[src/rtl/oasu_pkg.sv]
// ----------------------------------------------------------------------------
// oasu_pkg
// Shared types, constants and the sine table generator for the oscillator
// and envelope sample unit.
// ----------------------------------------------------------------------------
package oasu_pkg;

   // Default build parameters
   localparam int unsigned SINE_TABLE_DEPTH_DEF = 256;
   localparam int unsigned PHASE_BITS_DEF       = 24;

   // Fixed field widths
   localparam int unsigned FREQ_W   = 24;
   localparam int unsigned TIME_W   = 32;
   localparam int unsigned LEN_W    = 31;
   localparam int unsigned SEG_W    = 31;
   localparam int unsigned LEVEL_W  = 17;
   localparam int unsigned SAMPLE_W = 16;
   localparam int unsigned WAVE_W   = 3;
   localparam int unsigned CSR_IDX_W = 3;
   localparam int unsigned WMAG_W   = 16;
   localparam int unsigned FRAC_W   = 24;

   // Envelope and waveform constants
   localparam logic [SEG_W-1:0]    MIN_SEGMENT  = 31'd7;
   localparam logic [LEVEL_W-1:0]  FULL_SCALE   = 17'd65536;
   localparam logic [WMAG_W-1:0]   SQUARE_LEVEL = 16'd26214;
   localparam logic [63:0]         HALF_PI_Q30  = 64'd1686629713;

   // Register indexes
   localparam logic [CSR_IDX_W-1:0] CSR_WAVEFORM = 3'd0;
   localparam logic [CSR_IDX_W-1:0] CSR_ATTACK   = 3'd1;
   localparam logic [CSR_IDX_W-1:0] CSR_DECAY    = 3'd2;
   localparam logic [CSR_IDX_W-1:0] CSR_SUSTAIN  = 3'd3;
   localparam logic [CSR_IDX_W-1:0] CSR_RELEASE  = 3'd4;

   // Waveform codes
   localparam logic [WAVE_W-1:0] WAVE_SINE     = 3'd0;
   localparam logic [WAVE_W-1:0] WAVE_SQUARE   = 3'd1;
   localparam logic [WAVE_W-1:0] WAVE_SAW      = 3'd2;
   localparam logic [WAVE_W-1:0] WAVE_TRIANGLE = 3'd3;

   // Envelope segment of one item
   typedef enum logic [2:0] {
      SEG_ZERO,
      SEG_ATTACK,
      SEG_DECAY,
      SEG_SUSTAIN,
      SEG_RELEASE
   } seg_type;

   // Sideband carried alongside the divider
   typedef struct packed {
      seg_type             seg;
      logic [LEVEL_W-1:0]  sus;
      logic [WMAG_W-1:0]   wmag;
      logic                wneg;
   } side_type;

   // round(32768 * sin(x)) for x in [0, pi/2], x in Q30; elaboration only
   function automatic logic [15:0] sine_entry(input logic [63:0] x);
      logic [63:0] x2;
      logic [63:0] term;
      logic signed [63:0] sum;
      logic [63:0] rnd;
      x2   = (x * x) >> 30;
      term = x;
      sum  = $signed(x);
      for (int k = 1; k <= 7; k++) begin
         term = (term * x2) >> 30;
         term = term / 64'((2 * k) * (2 * k + 1));
         if ((k % 2) == 1) begin
            sum = sum - $signed(term);
         end else begin
            sum = sum + $signed(term);
         end
      end
      if (sum < 0) begin
         sum = 64'sd0;
      end
      rnd = ($unsigned(sum) * 64'd32768 + (64'd1 << 29)) >> 30;
      return rnd[15:0];
   endfunction

endpackage

[src/rtl/oasu_div.sv]
// ----------------------------------------------------------------------------
// oasu_div
// Pipelined restoring divider, one quotient bit per stage, with a sideband
// word and a valid bit travelling alongside. The caller guarantees that the
// quotient fits in QUOT_W bits.
// ----------------------------------------------------------------------------
module oasu_div
   import oasu_pkg::*;
#(
   parameter int unsigned DEN_W  = 31,
   parameter int unsigned QUOT_W = 17,
   parameter int unsigned SIDE_W = 8
) (
   input  logic                      clock,
   input  logic                      reset,
   input  logic                      advance,
   input  logic                      in_valid,
   input  logic [DEN_W+QUOT_W-1:0]   in_num,
   input  logic [DEN_W-1:0]          in_den,
   input  logic [SIDE_W-1:0]         in_side,
   output logic                      out_valid,
   output logic [QUOT_W-1:0]         out_quot,
   output logic [SIDE_W-1:0]         out_side
);

   logic [DEN_W-1:0]  rem_ff  [QUOT_W];
   logic [QUOT_W-1:0] wrd_ff  [QUOT_W];
   logic [DEN_W-1:0]  den_ff  [QUOT_W];
   logic [SIDE_W-1:0] side_ff [QUOT_W];
   logic              vld_ff  [QUOT_W];

   for (genvar k = 0; k < QUOT_W; k++) begin : g_step
      logic [DEN_W-1:0]  rem_prev;
      logic [QUOT_W-1:0] wrd_prev;
      logic [DEN_W-1:0]  den_prev;
      logic [SIDE_W-1:0] side_prev;
      logic              vld_prev;
      logic [DEN_W:0]    trial;
      logic [DEN_W:0]    diff;
      logic              ge;
      logic [DEN_W-1:0]  rem_in;
      logic [QUOT_W-1:0] wrd_in;

      // pick the previous stage or the input beat
      if (k == 0) begin : g_first
         assign rem_prev  = in_num[DEN_W+QUOT_W-1:QUOT_W];
         assign wrd_prev  = in_num[QUOT_W-1:0];
         assign den_prev  = in_den;
         assign side_prev = in_side;
         assign vld_prev  = in_valid;
      end else begin : g_next
         assign rem_prev  = rem_ff[k-1];
         assign wrd_prev  = wrd_ff[k-1];
         assign den_prev  = den_ff[k-1];
         assign side_prev = side_ff[k-1];
         assign vld_prev  = vld_ff[k-1];
      end

      // trial subtract of one quotient bit
      always_comb begin
         trial  = {rem_prev, wrd_prev[QUOT_W-1]};
         diff   = trial - {1'b0, den_prev};
         ge     = (trial >= {1'b0, den_prev});
         rem_in = ge ? diff[DEN_W-1:0] : trial[DEN_W-1:0];
         wrd_in = {wrd_prev[QUOT_W-2:0], ge};
      end

      // advance the stage
      always_ff @(posedge clock) begin
         if (reset) begin
            vld_ff[k] <= 1'b0;
         end else if (advance) begin
            vld_ff[k] <= vld_prev;
         end
         if (advance) begin
            rem_ff[k]  <= rem_in;
            wrd_ff[k]  <= wrd_in;
            den_ff[k]  <= den_prev;
            side_ff[k] <= side_prev;
         end
      end
   end

   assign out_valid = vld_ff[QUOT_W-1];
   assign out_quot  = wrd_ff[QUOT_W-1];
   assign out_side  = side_ff[QUOT_W-1];

endmodule

[config.mk]
export PLATFORM = sky130hd
export DESIGN_NAME = oasu_div
export DESIGN_NICKNAME = d
export VERILOG_FILES = /design/src/rtl/oasu_pkg.sv /design/src/rtl/oasu_div.sv
export SDC_FILE = /design/constraint.sdc
export NUM_CORES = 2
export LEC_CHECK = 0
export BUFFER_PORTS_ARGS = -buffer_cell sky130_fd_sc_hd__buf_4
export CORE_ASPECT_RATIO = 2
export CORE_MARGIN = 4
export CORE_UTILIZATION = 32
export CTS_BUF_LIST = sky130_fd_sc_hd__clkbuf_4
export DETAILED_ROUTE_END_ITERATION = 8
export GPL_ROUTABILITY_DRIVEN = 0
export RECOVER_POWER = 100
export SLEW_MARGIN = 20
export SYNTH_ARGS = -nofsm -noshare
export SYNTH_HDL_FRONTEND = slang
export SYNTH_SLANG_ARGS = --single-unit
[constraint.sdc]
create_clock -name clock -period 5.1 [get_ports clock]
set_input_delay 1.02 -clock clock [delete_from_list [all_inputs] [get_ports clock]]
set_output_delay 1.02 -clock clock [all_outputs]
set_load 0.01 [all_outputs]
==> flow_metrics.tcl <==
set metrics [dict create \
    drt-initial-drc-count 1958 \
    crit_type "flop to flop" \
    yosysWarnings 0 \
    vias_per_cell 4.93 \
    h-tree-depth 5 \
    die_area_sq_mm 0.245 \
    grt_max_degree 127 \
    multi_input_area_sq_mm 0.0296 \
    drtAntennaViolNets 0 \
    synthesis.area_sq_mm 0.0757 \
    rows 252 \
    cp_data_required_time_ns 5.95 \
    grt_pass1_vias 53300 \
    area_delta_synth_final_pct 12.2 \
    start_kind "flop" \
    drc 0 \
    fin_crit_ns 4.76 \
    finalCritPeriodShare 0.933 \
    fin_skew_ns 0.0727 \
    p_total_mw 49.3 \
    p_seq_frac 0.371 \
    seqCellArea_sq_mm 0.0431 \
    yosys.area.top_type "edfxtp_1" \
    tightest_slew_ns 3.25 \
    clkTransAtPathRegs_ns 0.06 \
    seq_area_frac_synth 0.569 \
    syn-instance-count 6485 \
    antenna_found_initial 6 \
    yosysMostFrequentCell "edfxtp_1" \
    post_cts.repair.setup_buffers 0 \
    design.portCount 117 \
    intPower_mw 31.0 \
    wl_per_cell_microns 15.3 \
    final_cell_count_no_fill 10200 \
    cts_tree "done" \
    hold_path_class "input port to flop" \
    violations "capacitance limit, slew limit" \
    groute.usage.overall 0.124 \
    clk-insertion-delay-late_ns 1.14 \
    rsz0062_at_grt "no" \
    ys_top_cells_by_count "edfxtp_1, inv_1, ha_1, nand2_1, o21ai_0" \
    wl_microns 156000 \
    clock_path_buffers 4 \
    holdBufCountCts 55 \
    cap_violations 8 \
    drive_above_1_share 0.112 \
    power.switching_mw 18.2 \
    placed_cells 9563 \
    finalSetupViolations 0 \
    maxSlewViolCount 618 \
    synth_top_area_frac 0.569 \
    cts_resized 0 \
    fp.dieW_microns 352 \
    leakage_nw 34.2 \
    timing.slew.headroom -1.17 \
    max_freq_mhz 210 \
    post_dp_cell_area_sq_mm 0.0806 \
    place.port_buffers 116 \
    worst_slack_ns 0.344 \
    hold_violations 0 \
    final_area_sq_mm 0.0849 \
    grt_pass1_wl_microns 249000 \
    clkSinkCount 1434 \
    start_util 0.321 \
    coreArea_sq_mm 0.236 \
    synth_cell_types 88 \
    final_util 0.361 \
    end_kind "flop" \
    async_flop_share 0 \
    fillers 23000 \
    ys.flop_type "edfxtp_1" \
    hpwl_microns 118000 \
    p_per_area_mw_per_mm2 580 \
    cts_buffers 353 \
    synth.area.top_cells "edfxtp_1, ha_1, o21ai_0" \
    ys_ff_latch 1434 \
    drt_pass1_iterations 5 \
    vdd_drop_max_uv 258 \
    crit_arrival_ns 5.61 \
    p_sw_frac 0.370 \
    power.share.clock 0.187 \
    outcome "complete, but fails checks" \
    nNetsFinal 7559 \
    vias 50400 \
    syn_nets 7119 \
    finalSetupTns_ns 0 \
    dp_worst_setup_slack_ns 0.488 \
    avgSynthCellArea_sq_um 11.7 \
    p_comb_frac 0.442 \
    die_h_microns 696 \
    whs_ns 0.166 \
    synth_edf_count 1434 \
    grt_overflow_total 0 \
    root_buffer "clkbuf_4" \
    crit_fanout 32 \
]
sequential cells by signal (all words and copies together) (netlist names):
| register | cells |
|---|---|
| vld_ff | 17 |
| wrd_ff | 289 |
| den_ff | 496 |
| side_ff | 136 |
| rem_ff | 496 |
final timing paths:
path / end / slack (ns) / start / depth (start not counted)
setup / recovery: rem_ff[0][344]$_DFFE_PP_ / 0.34 / den_ff[0][310]$_DFFE_PP_ / 15
hold / removal: rem_ff[0][5]$_DFFE_PP_ / 0.17 / in_num[21] / 3
setup reg to reg: rem_ff[0][344]$_DFFE_PP_ / 0.34 / den_ff[0][310]$_DFFE_PP_ / 15
hold reg to reg: side_ff[0][72]$_DFFE_PP_ / 0.38 / side_ff[0][64]$_DFFE_PP_ / 0
kinds of logic (layout without fill, tap and decap cells):
| group | Yosys count | after routing | synth area share |
|---|---|---|---|
| and+or+nand+nor | 1448 | 1448 | 0.0922 |
| other | 0 | 12 | 0 |
| DFF | 1434 | 1434 | 0.569 |
| xor gates and xnor gates | 418 | 418 | 0.0484 |
| muxes | 126 | 126 | 0.0187 |
| AOI/OAI and AO/OA | 1718 | 1718 | 0.140 |
| buffers and inverters | 798 | 1469 | 0.0402 |
| adders and majority gates | 543 | 543 | 0.0914 |
cells in the final DEF, fill, tap and decap left out, types with 51 or more instances in the layout:
cell,netlist,routed
edfxtp_1,1434,1434
inv_1,648,649
clkbuf_4,0,535
ha_1,527,527
nand2_1,519,519
o21ai_0,504,511
a21oi_1,495,494
nor2_1,295,295
a21o_1,237,237
xnor2_1,226,226
xor2_1,192,192
mux2_2,107,105
nor2b_1,100,100
nand3_1,90,90
nand2b_1,86,86
nand4_1,83,83
clkbuf_1,118,67
o21a_1,66,66
nor3_1,59,59
dlygate4sd3_1,0,55
o21bai_1,52,52
clkinv_1,0,52
buf_4,0,52
a211oi_1,50,51
layout make-up:
| class | instances | share of cell area |
|---|---|---|
| well taps | 3048 | 0.0449 |
| clock buffers | 496 | 0.0438 |
| repair buffers | 233 | 0.0204 |
| flip-flops and latches | 1434 | 0.507 |
| clock inverters | 90 | 0.00679 |
| multi-input cells | 4253 | 0.348 |
| inverters | 650 | 0.0287 |
| diodes | 12 | 0.000354 |
metal layers:
metal	vias up	wire length, microns	track usage
met2	1253	90200	0.258
met4	2	11000	0.0867
li1	24800	-	-
met1	23700	49300	0.0996
met5	-	9	0
met3	628	5860	0.0218
power groups by stage:
| stage | logic (mW) | registers, mW | clock network [mW] |
|---|---|---|---|
| finish | 21.8 | 18.3 | 9.20 |
| global route | 24.2 | 18.5 | 10.3 |
| CTS | 21.9 | 18.2 | 9.67 |
| detailed placement | 21.8 | 18.5 | 0 |
| global placement | 21.2 | 18.4 | 0 |
| floorplan | 16.6 | 18.0 | 0 |
worst max-delay path, cell delays in order, from the launching register on:
cell	delay, ns
edfxtp_1	0.39
ha_1	0.23
fa_1	0.41
nor2b_1	0.14
o21a_1	0.17
o21ai_1	0.10
a21oi_1	0.36
a221oi_1	0.14
clkbuf_1	0.20
o21ai_0	0.63
a31oi_1	0.21
nor2_1	0.34
o21bai_1	0.18
a31oi_4	0.16
buf_4	0.40
mux2_2	0.39
Power figures use the tool's default switching activity.
